===== src/rtl/core/voltage_paced_breathing_led_top_macros.svh =====
// Assertion macros shared by the voltage paced breathing LED RTL.
`ifndef VOLTAGE_PACED_BREATHING_LED_TOP_MACROS_SVH
`define VOLTAGE_PACED_BREATHING_LED_TOP_MACROS_SVH

`ifndef ASSERT_OFF

// Clocked on clk_i, quiet while rst_ni is low.
`define VPBL_ASSERT(lbl, prop, msg) \
  lbl: assert property (@(posedge clk_i) disable iff (!rst_ni) prop) else $error(msg);

// Clocked on clk_i, checked during reset as well.
`define VPBL_ASSERT_ALWAYS(lbl, prop, msg) \
  lbl: assert property (@(posedge clk_i) prop) else $error(msg);

`else

`define VPBL_ASSERT(lbl, prop, msg)

`define VPBL_ASSERT_ALWAYS(lbl, prop, msg)

`endif

`endif


===== src/rtl/core/vpbl_pkg.sv =====
// Package: widths, register indexes, reset values and series constants.
`default_nettype none

package vpbl_pkg;

  localparam int unsigned VOLT_W     = 15;
  localparam int unsigned ELAPSED_W  = 16;
  localparam int unsigned PERIOD_W   = 24;
  localparam int unsigned DUTY_W     = 10;
  localparam int unsigned CFG_IDX_W  = 2;
  localparam int unsigned CFG_DATA_W = 24;
  localparam int unsigned PHASE_W    = 12;
  localparam int unsigned MUL_W      = 32;

  localparam int unsigned SINE_TABLE_BITS_DEF = 10;

  localparam logic [VOLT_W-1:0]   MIN_VOLT_RST   = 15'd6400;
  localparam logic [VOLT_W-1:0]   MAX_VOLT_RST   = 15'd8400;
  localparam logic [PERIOD_W-1:0] PER_AT_MIN_RST = 24'd200000;
  localparam logic [PERIOD_W-1:0] PER_AT_MAX_RST = 24'd2000000;

  localparam logic [MUL_W-1:0] HALF_PI_Q30 = 32'd1686629713;
  localparam logic [MUL_W-1:0] ONE_Q30     = 32'd1073741824;
  localparam logic [9:0]       DUTY_SCALE  = 10'd1023;
  localparam logic [2:0]       TERM_LAST   = 3'd5;

  typedef enum logic [CFG_IDX_W-1:0] {
    CFG_MIN_VOLT   = 2'd0,
    CFG_MAX_VOLT   = 2'd1,
    CFG_PER_AT_MIN = 2'd2,
    CFG_PER_AT_MAX = 2'd3
  } cfg_reg_e;

  // Divisor of the k-th Taylor term: (2k)(2k+1).
  function automatic logic [6:0] term_div_f(input logic [2:0] k);
    logic [6:0] d;
    case (k)
      3'd1:    d = 7'd6;
      3'd2:    d = 7'd20;
      3'd3:    d = 7'd42;
      3'd4:    d = 7'd72;
      3'd5:    d = 7'd110;
      default: d = 7'd1;
    endcase
    return d;
  endfunction

  // floor(2^34 / term_div_f(k)); quotient estimate is low by at most one.
  function automatic logic [MUL_W-1:0] term_recip_f(input logic [2:0] k);
    logic [MUL_W-1:0] r;
    case (k)
      3'd1:    r = 32'd2863311530;
      3'd2:    r = 32'd858993459;
      3'd3:    r = 32'd409044504;
      3'd4:    r = 32'd238609294;
      3'd5:    r = 32'd156180628;
      default: r = 32'd0;
    endcase
    return r;
  endfunction

endpackage

`default_nettype wire


===== src/rtl/core/vpbl_if.sv =====
// Valid/ready channels for LED update beats and duty beats.
`default_nettype none

interface vpbl_in_if import vpbl_pkg::*; ();
  logic                 valid;
  logic                 ready;
  logic                 channel;
  logic [VOLT_W-1:0]    voltage_mv;
  logic [ELAPSED_W-1:0] delta_us;

  modport source (output valid, channel, voltage_mv, delta_us, input ready);
  modport sink   (input valid, channel, voltage_mv, delta_us, output ready);
endinterface

interface vpbl_out_if import vpbl_pkg::*; ();
  logic              valid;
  logic              ready;
  logic              out_channel;
  logic [DUTY_W-1:0] duty;

  modport source (output valid, out_channel, duty, input ready);
  modport sink   (input valid, out_channel, duty, output ready);
endinterface

`default_nettype wire


===== src/rtl/core/voltage_paced_breathing_led_top.sv =====
// Top level: voltage paced two channel breathing LED duty generator.
//
//  channel  | dir | handshake       | beat contents
//  ---------+-----+-----------------+----------------------------------------
//  in_i     | in  | valid / ready   | channel, voltage_mv, delta_us
//  out_o    | out | valid / ready   | out_channel, duty
//  cfg      | in  | cfg_we_i        | cfg_idx_i selects register, cfg_data_i
//
// One update beat at a time: a new beat is accepted only once the previous
// one has left the sequencer. The 24 step bit serial divider for the period
// line, the SINE_TABLE_BITS step divide for the phase and the shared 32x32
// multiplier running the six term sine series set the update time; an empty
// voltage window skips the period line.
// A stalled duty beat holds in the output register; the next update runs
// meanwhile and waits in its last step until the register frees.
// Reset loads the register defaults and clears both phase counters at once.
`default_nettype none
`include "voltage_paced_breathing_led_top_macros.svh"

module voltage_paced_breathing_led_top import vpbl_pkg::*; #(
  parameter int unsigned SineTableBits = SINE_TABLE_BITS_DEF
) (
  input  logic                  clk_i,
  input  logic                  rst_ni,
  vpbl_in_if.sink               in_i,
  vpbl_out_if.source            out_o,
  input  logic                  cfg_we_i,
  input  logic [CFG_IDX_W-1:0]  cfg_idx_i,
  input  logic [CFG_DATA_W-1:0] cfg_data_i
);

  localparam int unsigned StepW      = $clog2(PERIOD_W + 1);
  localparam int unsigned PhaseShift = PHASE_W - SineTableBits;
  localparam int unsigned ProdW      = PERIOD_W + VOLT_W;

  typedef enum logic [17:0] {
    S_IDLE  = 18'b000000000000000001,
    S_PER   = 18'b000000000000000010,
    S_MUL   = 18'b000000000000000100,
    S_DLD   = 18'b000000000000001000,
    S_DIV   = 18'b000000000000010000,
    S_PEND  = 18'b000000000000100000,
    S_CNT   = 18'b000000000001000000,
    S_WRAP  = 18'b000000000010000000,
    S_PHASE = 18'b000000000100000000,
    S_SIN0  = 18'b000000001000000000,
    S_SIN1  = 18'b000000010000000000,
    S_SIN2  = 18'b000000100000000000,
    S_TM    = 18'b000001000000000000,
    S_REC   = 18'b000010000000000000,
    S_QC    = 18'b000100000000000000,
    S_COR   = 18'b001000000000000000,
    S_DUTY  = 18'b010000000000000000,
    S_OUT   = 18'b100000000000000000
  } state_e;

  state_e state_q, state_d;

  // Configuration registers.
  logic [VOLT_W-1:0]   min_volt_q, max_volt_q;
  logic [PERIOD_W-1:0] per_min_q, per_max_q;

  // Per channel phase counters.
  logic [PERIOD_W-1:0] ctr_q [2];

  // Captured update beat.
  logic                 ch_q;
  logic [VOLT_W-1:0]    volt_q;
  logic [ELAPSED_W-1:0] el_q;

  // Period line.
  logic [VOLT_W-1:0]   num_q, den_q;
  logic                fall_q;
  logic [PERIOD_W-1:0] pdiff_q, period_q, cnt_q;

  // Bit serial divider.
  logic [PERIOD_W-1:0] rem_q, low_q, dvs_q, quo_q;
  logic [StepW-1:0]    step_q;
  logic                div_phase_q;

  // Shared multiplier.
  logic [MUL_W-1:0]   mul_a, mul_b;
  logic [2*MUL_W-1:0] mul_d, mul_q;

  // Sine series.
  logic [1:0]        quad_q;
  logic [10:0]       x_q;
  logic [MUL_W-1:0]  term_q, t2_q, tp_q;
  logic [MUL_W-3:0]  q0_q;
  logic [2:0]        k_q;
  logic signed [33:0] sum_q;

  // Output register.
  logic              out_valid_q;
  logic              out_ch_q;
  logic [DUTY_W-1:0] out_duty_q;

  // Combinational helpers.
  logic [VOLT_W-1:0]     volt_clamp;
  logic                  win_empty;
  logic [ProdW-1:0]      dvd;
  logic [PERIOD_W:0]     div_trial;
  logic                  div_ge;
  logic [PERIOD_W-1:0]   div_rem;
  logic [PERIOD_W-1:0]   per_line;
  logic [PERIOD_W:0]     ctr_sum;
  logic [PERIOD_W-1:0]   cnt_wrap;
  logic [PHASE_W-1:0]    phase;
  logic [6:0]            cor_div;
  logic [MUL_W-1:0]      cor_rem;
  logic [MUL_W-3:0]      term_new;
  logic [30:0]           sine_clamp;
  logic [MUL_W-1:0]      duty_arg;
  logic [41:0]           duty_sum;
  logic                  out_load;
  logic                  in_fire;

  assign in_fire   = in_i.valid && in_i.ready;
  assign in_i.ready = (state_q == S_IDLE);

  assign out_o.valid       = out_valid_q;
  assign out_o.out_channel = out_ch_q;
  assign out_o.duty        = out_duty_q;

  assign out_load = (state_q == S_OUT) && (!out_valid_q || out_o.ready);

  // Clamp into the window and decide whether the window is empty.
  assign win_empty  = (max_volt_q <= min_volt_q);
  always_comb begin
    volt_clamp = volt_q;
    if (volt_q < min_volt_q) volt_clamp = min_volt_q;
    if (volt_q > max_volt_q) volt_clamp = max_volt_q;
  end

  // Dividend for the period line; a falling line rounds the step up.
  assign dvd = mul_q[ProdW-1:0] +
               (fall_q ? ProdW'(den_q - VOLT_W'(1)) : ProdW'(0));

  // One restoring division step.
  assign div_trial = {rem_q, low_q[PERIOD_W-1]};
  assign div_ge    = (div_trial >= {1'b0, dvs_q});
  assign div_rem   = div_ge ? PERIOD_W'(div_trial - {1'b0, dvs_q})
                            : div_trial[PERIOD_W-1:0];

  assign per_line = fall_q ? (per_min_q - quo_q) : (per_min_q + quo_q);

  assign ctr_sum  = {1'b0, ctr_q[ch_q]} + (PERIOD_W + 1)'(el_q);
  assign cnt_wrap = (cnt_q >= period_q) ? '0 : cnt_q;

  assign phase = PHASE_W'(quo_q[SineTableBits-1:0]) << PhaseShift;

  // Exact divide of a term by (2k)(2k+1): estimate plus one correction.
  assign cor_div  = term_div_f(k_q);
  assign cor_rem  = tp_q - mul_q[MUL_W-1:0];
  assign term_new = q0_q + ((cor_rem >= MUL_W'(cor_div)) ? (MUL_W-2)'(1) : (MUL_W-2)'(0));

  always_comb begin
    if (sum_q[33]) begin
      sine_clamp = '0;
    end else if (sum_q > 34'sd1073741824) begin
      sine_clamp = 31'(ONE_Q30);
    end else begin
      sine_clamp = sum_q[30:0];
    end
  end
  assign duty_arg = quad_q[1] ? (ONE_Q30 - MUL_W'(sine_clamp))
                              : (ONE_Q30 + MUL_W'(sine_clamp));
  assign duty_sum = mul_q[41:0] + 42'(ONE_Q30);

  // Operand select for the shared multiplier.
  always_comb begin
    mul_a = '0;
    mul_b = '0;
    case (state_q)
      S_MUL: begin
        mul_a = MUL_W'(pdiff_q);
        mul_b = MUL_W'(num_q);
      end
      S_SIN0: begin
        mul_a = MUL_W'(x_q);
        mul_b = HALF_PI_Q30;
      end
      S_SIN1: begin
        mul_a = mul_q[41:10];
        mul_b = mul_q[41:10];
      end
      S_SIN2: begin
        mul_a = term_q;
        mul_b = mul_q[61:30];
      end
      S_TM: begin
        mul_a = term_q;
        mul_b = t2_q;
      end
      S_REC: begin
        mul_a = mul_q[61:30];
        mul_b = term_recip_f(k_q);
      end
      S_QC: begin
        mul_a = MUL_W'(mul_q[63:34]);
        mul_b = MUL_W'(cor_div);
      end
      S_DUTY: begin
        mul_a = duty_arg;
        mul_b = MUL_W'(DUTY_SCALE);
      end
      default: begin
        mul_a = '0;
        mul_b = '0;
      end
    endcase
  end
  assign mul_d = {{MUL_W{1'b0}}, mul_a} * {{MUL_W{1'b0}}, mul_b};

  // Sequencer.
  always_comb begin
    state_d = state_q;
    unique case (state_q)
      S_IDLE:  if (in_i.valid) state_d = S_PER;
      S_PER:   state_d = win_empty ? S_CNT : S_MUL;
      S_MUL:   state_d = S_DLD;
      S_DLD:   state_d = S_DIV;
      S_DIV: begin
        if (step_q == StepW'(1)) state_d = div_phase_q ? S_PHASE : S_PEND;
      end
      S_PEND:  state_d = S_CNT;
      S_CNT:   state_d = S_WRAP;
      S_WRAP:  state_d = S_DIV;
      S_PHASE: state_d = S_SIN0;
      S_SIN0:  state_d = S_SIN1;
      S_SIN1:  state_d = S_SIN2;
      S_SIN2:  state_d = S_REC;
      S_TM:    state_d = S_REC;
      S_REC:   state_d = S_QC;
      S_QC:    state_d = S_COR;
      S_COR:   state_d = (k_q == TERM_LAST) ? S_DUTY : S_TM;
      S_DUTY:  state_d = S_OUT;
      S_OUT:   if (!out_valid_q || out_o.ready) state_d = S_IDLE;
      default: state_d = S_IDLE;
    endcase
  end

  always_ff @(posedge clk_i or negedge rst_ni) begin
    if (!rst_ni) begin
      state_q <= S_IDLE;
    end else begin
      state_q <= state_d;
    end
  end

  // Configuration writes.
  always_ff @(posedge clk_i or negedge rst_ni) begin
    if (!rst_ni) begin
      min_volt_q <= MIN_VOLT_RST;
      max_volt_q <= MAX_VOLT_RST;
      per_min_q  <= PER_AT_MIN_RST;
      per_max_q  <= PER_AT_MAX_RST;
    end else if (cfg_we_i) begin
      unique case (cfg_idx_i)
        CFG_MIN_VOLT:   min_volt_q <= cfg_data_i[VOLT_W-1:0];
        CFG_MAX_VOLT:   max_volt_q <= cfg_data_i[VOLT_W-1:0];
        CFG_PER_AT_MIN: per_min_q  <= cfg_data_i;
        CFG_PER_AT_MAX: per_max_q  <= cfg_data_i;
        default: ;
      endcase
    end
  end

  // Phase counters: written once per update, after the wrap compare.
  always_ff @(posedge clk_i or negedge rst_ni) begin
    if (!rst_ni) begin
      ctr_q[0] <= '0;
      ctr_q[1] <= '0;
    end else if (state_q == S_WRAP) begin
      ctr_q[ch_q] <= cnt_wrap;
    end
  end

  // Control counters.
  always_ff @(posedge clk_i or negedge rst_ni) begin
    if (!rst_ni) begin
      step_q      <= '0;
      div_phase_q <= 1'b0;
      k_q         <= '0;
    end else begin
      case (state_q)
        S_DLD: begin
          step_q      <= StepW'(PERIOD_W);
          div_phase_q <= 1'b0;
        end
        S_WRAP: begin
          step_q      <= StepW'(SineTableBits);
          div_phase_q <= 1'b1;
        end
        S_DIV:  step_q <= step_q - StepW'(1);
        S_SIN1: k_q <= 3'd1;
        S_COR:  k_q <= k_q + 3'd1;
        default: ;
      endcase
    end
  end

  // Datapath registers.
  always_ff @(posedge clk_i) begin
    // Hold the duty product while the result waits for the output register.
    if (state_q != S_OUT) begin
      mul_q <= mul_d;
    end
    case (state_q)
      S_IDLE: begin
        if (in_fire) begin
          ch_q   <= in_i.channel;
          volt_q <= in_i.voltage_mv;
          el_q   <= in_i.delta_us;
        end
      end
      S_PER: begin
        // Empty window: hold the period at minimum, skip the line.
        period_q <= (per_min_q == '0) ? PERIOD_W'(1) : per_min_q;
        num_q    <= volt_clamp - min_volt_q;
        den_q    <= max_volt_q - min_volt_q;
        fall_q   <= (per_max_q < per_min_q);
        pdiff_q  <= (per_max_q < per_min_q) ? (per_min_q - per_max_q)
                                            : (per_max_q - per_min_q);
      end
      S_DLD: begin
        // High part is already below the divisor: 24 quotient bits suffice.
        rem_q <= PERIOD_W'(dvd[ProdW-1:PERIOD_W]);
        low_q <= dvd[PERIOD_W-1:0];
        dvs_q <= PERIOD_W'(den_q);
      end
      S_DIV: begin
        rem_q <= div_rem;
        low_q <= {low_q[PERIOD_W-2:0], 1'b0};
        quo_q <= {quo_q[PERIOD_W-2:0], div_ge};
      end
      S_PEND: begin
        period_q <= (per_line == '0) ? PERIOD_W'(1) : per_line;
      end
      S_CNT: begin
        // Saturate before the wrap compare.
        cnt_q <= ctr_sum[PERIOD_W] ? {PERIOD_W{1'b1}} : ctr_sum[PERIOD_W-1:0];
      end
      S_WRAP: begin
        // Counter is below the period, so only the fraction bits remain.
        rem_q <= cnt_wrap;
        low_q <= '0;
        dvs_q <= period_q;
      end
      S_PHASE: begin
        quad_q <= phase[PHASE_W-1:PHASE_W-2];
        x_q    <= phase[PHASE_W-2] ? (11'd1024 - {1'b0, phase[9:0]})
                                   : {1'b0, phase[9:0]};
      end
      S_SIN1: begin
        term_q <= mul_q[41:10];
        sum_q  <= $signed({2'b00, mul_q[41:10]});
      end
      S_SIN2: t2_q <= mul_q[61:30];
      S_REC:  tp_q <= mul_q[61:30];
      S_QC:   q0_q <= mul_q[63:34];
      S_COR: begin
        term_q <= MUL_W'(term_new);
        if (k_q[0]) begin
          sum_q <= sum_q - $signed({4'b0000, term_new});
        end else begin
          sum_q <= sum_q + $signed({4'b0000, term_new});
        end
      end
      default: ;
    endcase
  end

  // Output register: load when free or drained this cycle.
  always_ff @(posedge clk_i or negedge rst_ni) begin
    if (!rst_ni) begin
      out_valid_q <= 1'b0;
    end else if (out_load) begin
      out_valid_q <= 1'b1;
    end else if (out_o.ready) begin
      out_valid_q <= 1'b0;
    end
  end

  always_ff @(posedge clk_i) begin
    if (out_load) begin
      out_ch_q   <= ch_q;
      out_duty_q <= duty_sum[40:31];
    end
  end

  `VPBL_ASSERT(a_busy_after_accept, in_fire |=> !in_i.ready, "update accepted but block stayed ready")
  `VPBL_ASSERT(a_div_rem_below, (state_q == S_DIV) |-> (rem_q < dvs_q), "divider remainder reached divisor")
  `VPBL_ASSERT(a_ctr_below_period, (state_q == S_WRAP) |=> (ctr_q[ch_q] < period_q), "phase counter not below period")
  `VPBL_ASSERT(a_term_one_fix, (state_q == S_COR) |-> ((mul_q[MUL_W-1:0] <= tp_q) && (cor_rem < (MUL_W'(cor_div) << 1))), "term estimate off by more than one")

endmodule

`default_nettype wire

===== src/flat_wrapper.sv =====
// flat-port wrapper written by rule: the top's interface ports become plain ports
module voltage_paced_breathing_led_top_flat import vpbl_pkg::*;
#(
  parameter int unsigned SineTableBits = SINE_TABLE_BITS_DEF
)
  (clk_i, rst_ni, cfg_we_i, cfg_idx_i, cfg_data_i, in_i_valid, in_i_channel, in_i_voltage_mv, in_i_delta_us, in_i_ready, out_o_valid, out_o_out_channel, out_o_duty, out_o_ready);
  vpbl_in_if in_i_i ();
  vpbl_out_if out_o_i ();
  input  logic clk_i;
  input  logic rst_ni;
  input  logic cfg_we_i;
  input  logic [CFG_IDX_W-1:0] cfg_idx_i;
  input  logic [CFG_DATA_W-1:0] cfg_data_i;
  input wire logic [$bits(in_i_i.valid)-1:0] in_i_valid;
  input wire logic [$bits(in_i_i.channel)-1:0] in_i_channel;
  input wire logic [$bits(in_i_i.voltage_mv)-1:0] in_i_voltage_mv;
  input wire logic [$bits(in_i_i.delta_us)-1:0] in_i_delta_us;
  output wire logic [$bits(in_i_i.ready)-1:0] in_i_ready;
  output wire logic [$bits(out_o_i.valid)-1:0] out_o_valid;
  output wire logic [$bits(out_o_i.out_channel)-1:0] out_o_out_channel;
  output wire logic [$bits(out_o_i.duty)-1:0] out_o_duty;
  input wire logic [$bits(out_o_i.ready)-1:0] out_o_ready;
  assign in_i_i.valid = in_i_valid;
  assign in_i_i.channel = in_i_channel;
  assign in_i_i.voltage_mv = in_i_voltage_mv;
  assign in_i_i.delta_us = in_i_delta_us;
  assign in_i_ready = in_i_i.ready;
  assign out_o_valid = out_o_i.valid;
  assign out_o_out_channel = out_o_i.out_channel;
  assign out_o_duty = out_o_i.duty;
  assign out_o_i.ready = out_o_ready;
  voltage_paced_breathing_led_top #(.SineTableBits(SineTableBits)) u_core (.clk_i(clk_i), .rst_ni(rst_ni), .in_i(in_i_i), .out_o(out_o_i), .cfg_we_i(cfg_we_i), .cfg_idx_i(cfg_idx_i), .cfg_data_i(cfg_data_i));
endmodule

===== config.mk =====
export PLATFORM = sky130hd
export DESIGN_NAME = voltage_paced_breathing_led_top_flat
export DESIGN_NICKNAME = d
export VERILOG_FILES = /design/src/rtl/core/vpbl_pkg.sv /design/src/rtl/core/vpbl_if.sv /design/src/rtl/core/voltage_paced_breathing_led_top.sv /design/src/flat_wrapper.sv
export VERILOG_INCLUDE_DIRS = /design/src /design/src/rtl/core
export SDC_FILE = /design/constraint.sdc
export NUM_CORES = 2
export LEC_CHECK = 0
export BUFFER_PORTS_ARGS = -buffer_cell sky130_fd_sc_hd__buf_2
export CAP_MARGIN = 20
export CORE_MARGIN = 1.5
export CORE_UTILIZATION = 45
export DETAILED_ROUTE_END_ITERATION = 7
export SLEW_MARGIN = 25
export SYNTH_ARGS = -nofsm -noshare
export SYNTH_HDL_FRONTEND = slang
export SYNTH_SLANG_ARGS = --single-unit
export TNS_END_PERCENT = 100

===== constraint.sdc =====
create_clock -name clk_i -period 14.9 [get_ports clk_i]
set_clock_uncertainty 0.2 [all_clocks]
set_input_delay 2.98 -clock clk_i [delete_from_list [all_inputs] [get_ports clk_i]]
set_output_delay 2.98 -clock clk_i [all_outputs]
set_load 0.05 [all_outputs]

# Word-level counts from Yosys, hierarchy flattened

Cells that the tools add are included.

Flip-flop bits (word level): 633
Input port bits: 63
Output and inout port bits: 13

$add $sub $neg: 20
$mul: 1
$lt $le $gt $ge: 10
Eq/ne operators: 31
Multiplexer cells: 43
Bitwise gates (word level): 1
Reductions and logical operators: 21

Operators with widths:

| kind                                                             | count |
|---|---|
| one-hot mux 18 bit (16 select lines)                             | 1 |
| one-hot mux 32 bit (8 select lines)                              | 1 |
| two-way mux 24 bit                                               | 10 |
| one-hot mux 32 bit (7 select lines)                              | 1 |
| one-hot mux 32 bit (5 select lines)                              | 1 |
| one-hot mux 24 bit (3 select lines)                              | 2 |
| one-hot mux 24 bit (2 select lines)                              | 2 |
| subtractor 24 bit                                                | 4 |
| one-hot mux 34 bit (2 select lines)                              | 1 |
| multiplier 32 x 32 -> 64 bit                                     | 1 |
| one-hot mux 32 bit (2 select lines)                              | 1 |
| two-way mux 31 bit                                               | 2 |
| two-way mux 18 bit                                               | 3 |
| bitwise mux 48 bit                                               | 1 |
| logical NOT 24 bit                                               | 2 |
| adder 41 x 31 -> 41 bit (second input constant)                  | 1 |
| adder 39 bit                                                     | 1 |
| two-way mux 39 bit                                               | 1 |
| one-hot mux 7 bit (5 select lines)                               | 1 |
| adder 34 x 31 -> 34 bit                                          | 1 |
| greater-than comparator 34 x 32 -> 1 bit (second input constant) | 1 |
| two-way mux 34 bit                                               | 1 |
| subtractor 34 x 31 -> 34 bit                                     | 1 |
| adder 31 x 31 -> 32 bit (first input constant)                   | 1 |
| other kinds (67)                                                 | 85 |

# Depth between registers and ports, before layout

Word-level depth: 8
Mapped depth: 45
Gate-level depth less buffers: 44

# Worst setup path after synthesis

No wires, ideal clock.

Kind: register -> register
Start point: reg u_core.sum_q[2]
End point: reg u_core.mul_q[47], data pin
Data arrival time: 10.328 ns
Slack: 4.104 ns
Stages on the path, launching flop included: 43
Path buffers: 5
Cells stage by stage: edfxtp_1 or4_4 or3_4 or4_4 o21ai_2 and2_1 buf_4 buf_2 nand2_1 ha_1 buf_2 o21ai_1 nand2_1 and4_1 o31a_1 nor2b_1 buf_2 buf_4 [7 not listed] fa_1 inv_1 fa_1 inv_1 fa_1 fa_1 ha_1 a22o_1 nor4_1 o21a_1 a31o_2 o31a_1 nor3_1 and3b_1 a221o_1 a41oi_1 o31ai_1 xor2_1

Word-level cells in the longest chain between the ends: 7
Elaborated cells between the ends (all ways): 8
Classes of those cells: add/sub (2); mul (1); order compare (1); mux (4)

RTL lines:

| what                                                                    | line                                                                           | RTL |
|---|---|---|
| start, declared                                                         | voltage_paced_breathing_led_top.sv:91                                          | `logic signed [33:0] sum_q;` |
| start signal, assigned                                                  | voltage_paced_breathing_led_top.sv:357                                         | `sum_q <= $signed({2'b00, mul_q[41:10]});` |
| start signal, assigned                                                  | voltage_paced_breathing_led_top.sv:365                                         | `sum_q <= sum_q - $signed({4'b0000, term_new});` |
| start signal, assigned                                                  | voltage_paced_breathing_led_top.sv:367                                         | `sum_q <= sum_q + $signed({4'b0000, term_new});` |
| greater-than comparator 34 x 32 -> 1 bit                                | voltage_paced_breathing_led_top.sv:160                                         | `end else if (sum_q > 34'sd1073741824) begin` |
| two-way mux 31 bit (*)                                                  | voltage_paced_breathing_led_top.sv:160                                         |  |
| two-way mux 31 bit (*)                                                  | voltage_paced_breathing_led_top.sv:158                                         | `if (sum_q[33]) begin` |
| adder 31 x 31 -> 32 bit or subtractor 31 x 31 -> 32 bit (tied branches) | voltage_paced_breathing_led_top.sv:167, voltage_paced_breathing_led_top.sv:166 |  |
| two-way mux 32 bit (*)                                                  | voltage_paced_breathing_led_top.sv:166                                         | `assign duty_arg = quad_q[1] ? (ONE_Q30 - MUL_W'(sine_clamp))` |
| one-hot mux 32 bit (7 select lines) (*)                                 | voltage_paced_breathing_led_top.sv:174                                         | `case (state_q)` |
| multiplier 32 x 32 -> 64 bit (*)                                        | voltage_paced_breathing_led_top.sv:213                                         | `assign mul_d = {{MUL_W{1'b0}}, mul_a} * {{MUL_W{1'b0}}, mul_b};` |
| named net u_core.mul_d[47]                                              | voltage_paced_breathing_led_top.sv:83                                          | `logic [2*MUL_W-1:0] mul_d, mul_q;` |
| end signal, assigned                                                    | voltage_paced_breathing_led_top.sv:307                                         | `mul_q <= mul_d;` |
| end, declared                                                           | voltage_paced_breathing_led_top.sv:83                                          |  |

Mark *: on every way through the listed nets, which the timed path passes. The rest lies on a longest branch.
A chain may end at the register's enable or synchronous reset.

# Worst setup path in the final report

Start point: reg u_core.state_q[6]
End point: reg u_core.mul_q[56], data pin

Word-level cells in the longest chain between the ends: 4
Elaborated cells between the ends (all ways): 12
Classes of those cells: mul (1); eq/ne (8); mux (2); reduce/logical (1)

RTL lines:

| what                                                                             | line                                   | RTL |
|---|---|---|
| start, declared                                                                  | voltage_paced_breathing_led_top.sv:57  | `state_e state_q, state_d;` |
| start signal, assigned                                                           | voltage_paced_breathing_led_top.sv:247 | `state_q <= state_d;` |
| equality test 18 x 13 -> 1 bit or equality test 18 x 12 -> 1 bit (tied branches) | voltage_paced_breathing_led_top.sv:174 |  |
| OR reduction 2 bit (no line)                                                     | n/a                                    |  |
| one-hot mux 32 bit (7 select lines)                                              | voltage_paced_breathing_led_top.sv:174 |  |
| multiplier 32 x 32 -> 64 bit (*)                                                 | voltage_paced_breathing_led_top.sv:213 |  |
| named net u_core.mul_d[56]                                                       | voltage_paced_breathing_led_top.sv:83  |  |

Marked as above.

==> metrics <==
routed vias 60.03k; clock tree buffer depth 3; fraction of power consumed by sequential logic 39.0%; Initial Utilization a little under half; layout-stage area growth over the synthesis result 7.359%; Post-synth EDFFs 476; pwr/cell area roughly 75 nW/um^2; maximum level of the CTS H-tree 3; switching fraction of total power 35.55%; # Max-Cap Violations 0; run status complete, no violations; die area around 170000 um^2; Seq/Total Area, Yosys 24.34%; maximum number of pins on one net before global-route repair 95; maximum ir drop on the vdd rail between 100 and 150 uV; count of hold-fix buffers inserted at cts 0; die width 410.3 um; Fin Setup TNS 0 ns; endpoint kind of the worst setup timing path flop; HPWL after detailed placement 194700 um; antenna violations before repair 16; final-report setup violation count 0; number of instances in the synthesized netlist between 8k and 9k; net count after synthesis 9649; Worst Tran Pin Value 1.056 ns; Final Hold Viols 0; share of Yosys cell area claimed by the top area cell type 24.29%; Slowest cell on crit path sky130_fd_sc_hd__a211o_1; count of pins over their slew limit 0; final worst-path cycle share approximately 85%; CTS tree built; input/output buffers 75; path type of the worst min-delay path reg -> reg; unrepaired setup endpoints after global routing false; top_reg_cell synth sky130_fd_sc_hd__edfxtp_1; via count of the first global-routing pass 59.85k; vias per cell 5.833; Hold Path Stages 2; pre-CTS setup slack around 2.5 ns; 1st-iter DRT viols 6127; drt total wl 256200 um; most repeated library cell on the critical path sky130_fd_sc_hd__fa_1; power share of the combinational group 30.7%; remaining global-route overflow 0; fraction of registers with async set or reset after synthesis 24.44%; Syn Area/Cell 9.215 um^2; global-route wire length before repair between 300000 and 400000 um; Post-CTS Setup Inserts 0; num ports 76; Core Region 164800 um^2; number of remaining DRC errors 0; fraction of power consumed by the clock network a little under a third; data arrival time of the worst path 12.86 ns; worst reg2reg setup slack between 2 and 2.5 ns; main area contributors after synthesis sky130_fd_sc_hd__fa_1 24%, sky130_fd_sc_hd__edfxtp_1 19%, sky130_fd_sc_hd__ha_1 9.7%; Site Rows around 150; peak fanout along the critical path 34; Crit Reg-Reg Endpoint u_core.mul_q[56]$_DFFE_PP_; power spent charging and discharging nets roughly 2.1 mW; total of cells resized after clock tree synthesis 0; Largest stage delay, worst path just under 0.8 ns; startpoint of the worst register-to-register path u_core.state_q[6]$_DFFE_PN0P_; type of the setup path with the least slack reg -> reg; number of nets with antenna violations after detailed routing 0; clock insertion delay at the later pin of the skew report 0.67 ns; total track usage about 31%; fin nets 9582; total of flip-flops plus latches after synthesis 630; Slew Limit Headroom 29.38%; share of cells above drive strength 1 7.030%; mean routed wirelength per cell 24.90 um; critical path launch point type flop; leakage power of the design 37.50 nW; Final Wtd Congestion a little under 1; data required time at the worst endpoint 15.10 ns; number of warning messages in the yosys log 0; post-layout min period 12.66 ns; Unique masters post-synth 98; clock root cell sky130_fd_sc_hd__clkbuf_16; first-pass detailed-route iteration total 8; TritonCTS Sinks 630; hold-critical path endpoint u_core.ctr_q[23]$_DFFE_PN0P_; synthesized area 74660 um^2; r2r worst-path depth 35; clock-pin slew reported for the worst setup and hold paths after clock tree synthesis 0.06 ns; Chip Height about 410 um; Worst Hold Launch u_core.ctr_q[23]$_DFFE_PN0P_; cts bufs inserted 73; internal power 3.871 mW; f_max 78.99 MHz; cell accounting for the most synthesized area sky130_fd_sc_hd__fa_1; fin worst setup slack 2.240 ns
-- synth_stat cells, types with 104 or more instances --
master,n
sky130_fd_sc_hd__nand3_1,104
sky130_fd_sc_hd__a21o_1,155
sky130_fd_sc_hd__o21ai_0,376
sky130_fd_sc_hd__nand2_1,968
sky130_fd_sc_hd__nor3_1,105
sky130_fd_sc_hd__edfxtp_1,476
sky130_fd_sc_hd__dfrtp_1,133
sky130_fd_sc_hd__xor2_1,139
sky130_fd_sc_hd__clkbuf_1,260
sky130_fd_sc_hd__ha_1,578
sky130_fd_sc_hd__fa_1,906
sky130_fd_sc_hd__nor2_1,752
sky130_fd_sc_hd__xnor2_1,210
sky130_fd_sc_hd__inv_1,1266
sky130_fd_sc_hd__a21oi_1,333
-- per-layer routing --
layer / global-route usage, % / part of all wire (%) / vias to the layer above
li1: - / - / 26642
met1: 43.06 / 43 / 30191
met2: 45.55 / 43 / 2663
met3: 6.548 / 9.5 / 521
met4: 12.39 / 4.7 / 8
met5: 0 / 0.019 / -
-- placed cells by master (no fill, tap or decap), drive strengths merged, types with 96 or more instances in the layout --
| master | instances |
|---|---|
| a21oi | 333 |
| dfrtp | 133 |
| mux2 | 96 |
| fa | 906 |
| xnor2 | 210 |
| o21ai | 396 |
| nand3 | 104 |
| a21o | 155 |
| ha | 578 |
| buf | 234 |
| inv | 1273 |
| nor2 | 752 |
| nand2 | 970 |
| nor3 | 106 |
| xor2 | 139 |
| edfxtp | 476 |
-- registers in the layout (all words and copies together) (netlist names), 16 cells and up --
| name | count |
|---|---|
| u_core.pdiff_q | 24 |
| u_core.state_q | 18 |
| u_core.ctr_q | 48 |
| u_core.el_q | 16 |
| u_core.per_max_q | 24 |
| u_core.period_q | 24 |
| u_core.dvs_q | 24 |
| u_core.q0_q | 30 |
| u_core.tp_q | 32 |
| u_core.cnt_q | 24 |
| u_core.mul_q | 64 |
| u_core.sum_q | 34 |
| u_core.rem_q | 24 |
| u_core.quo_q | 24 |
| u_core.low_q | 24 |
| u_core.t2_q | 32 |
| u_core.per_min_q | 24 |
| u_core.term_q | 32 |
-- power by group through the flow --
stage               Combinational (mW)  Sequential (mW)  Clock, mW
global route                      2.03             2.35       1.91
CTS                               1.83             2.33       1.85
detailed placement                1.81             2.37          0
floorplan                         1.29             2.26          0
global placement                  1.79             2.36          0
finish                            1.84             2.34       1.82
-- worst max-delay path by stage --
stage                             startpoint  slack (ns)  cells after the start                          to
6_report       u_core.state_q[6]$_DFFE_PN0P_        2.24                     35  u_core.mul_q[56]$_DFFE_PP_
5_1_grt        u_core.state_q[2]$_DFFE_PN0P_        1.77                     37  u_core.mul_q[56]$_DFFE_PP_
4_1_cts        u_core.state_q[6]$_DFFE_PN0P_        2.41                     32  u_core.mul_q[61]$_DFFE_PP_
3_5_place_dp   u_core.state_q[6]$_DFFE_PN0P_        2.46                     32  u_core.mul_q[61]$_DFFE_PP_
3_3_place_gp       u_core.sum_q[2]$_DFFE_PP_        2.52                     40  u_core.mul_q[56]$_DFFE_PP_
2_1_floorplan      u_core.sum_q[2]$_DFFE_PP_        4.10                     42  u_core.mul_q[47]$_DFFE_PP_
-- metrics by stage --
step | instances | hold WS (ns) | area [um^2] | power [mW] | utilization, %
global placement | 10143 | 0.2565 | 77660 | 4.150 | 47.12
detailed placement | 10147 | 0.2665 | 77730 | 4.184 | 47.16
floorplan | 8102 | 0.2244 | 74660 | 3.550 | -
global route | 10283 | 0.2984 | 80140 | 6.302 | 48.63
finish | 10291 | 0.2777 | 80160 | 6.006 | 48.64
CTS | 10281 | 0.2811 | 80080 | 6.014 | 48.59
-- cell families after synthesis --
family	after synthesis	share of synthesized area (%)
compound gates	1440	12.64
fa+ha+maj	1484	33.98
xor+xnor	349	4.094
flops	630	24.34
simple gates	2411	14.38
buf+inv	1643	8.465
mux	145	2.105
-- critical path, delay by kind of cell (launching register included) --
family          cells  cell delay, ns
buf+inv             9            1.71
simple gates        6            2.10
flops               1            0.49
compound gates     10            3.25
fa+ha+maj           9            4.43
xor+xnor            1            0.18
-- cell type report --
class | count | area [um^2]
clock inverter | 48 | 431.7
inverter | 1267 | 4756
sequential | 630 | 18170
tap | 2189 | 2739
clock buffer | 86 | 1927
antenna | 8 | 20.02
timing repair buffer | 234 | 1618
multi-input combinational | 5829 | 50490
fill | 15683 | 84650
No activity file was read; power rests on OpenSTA's default activity.
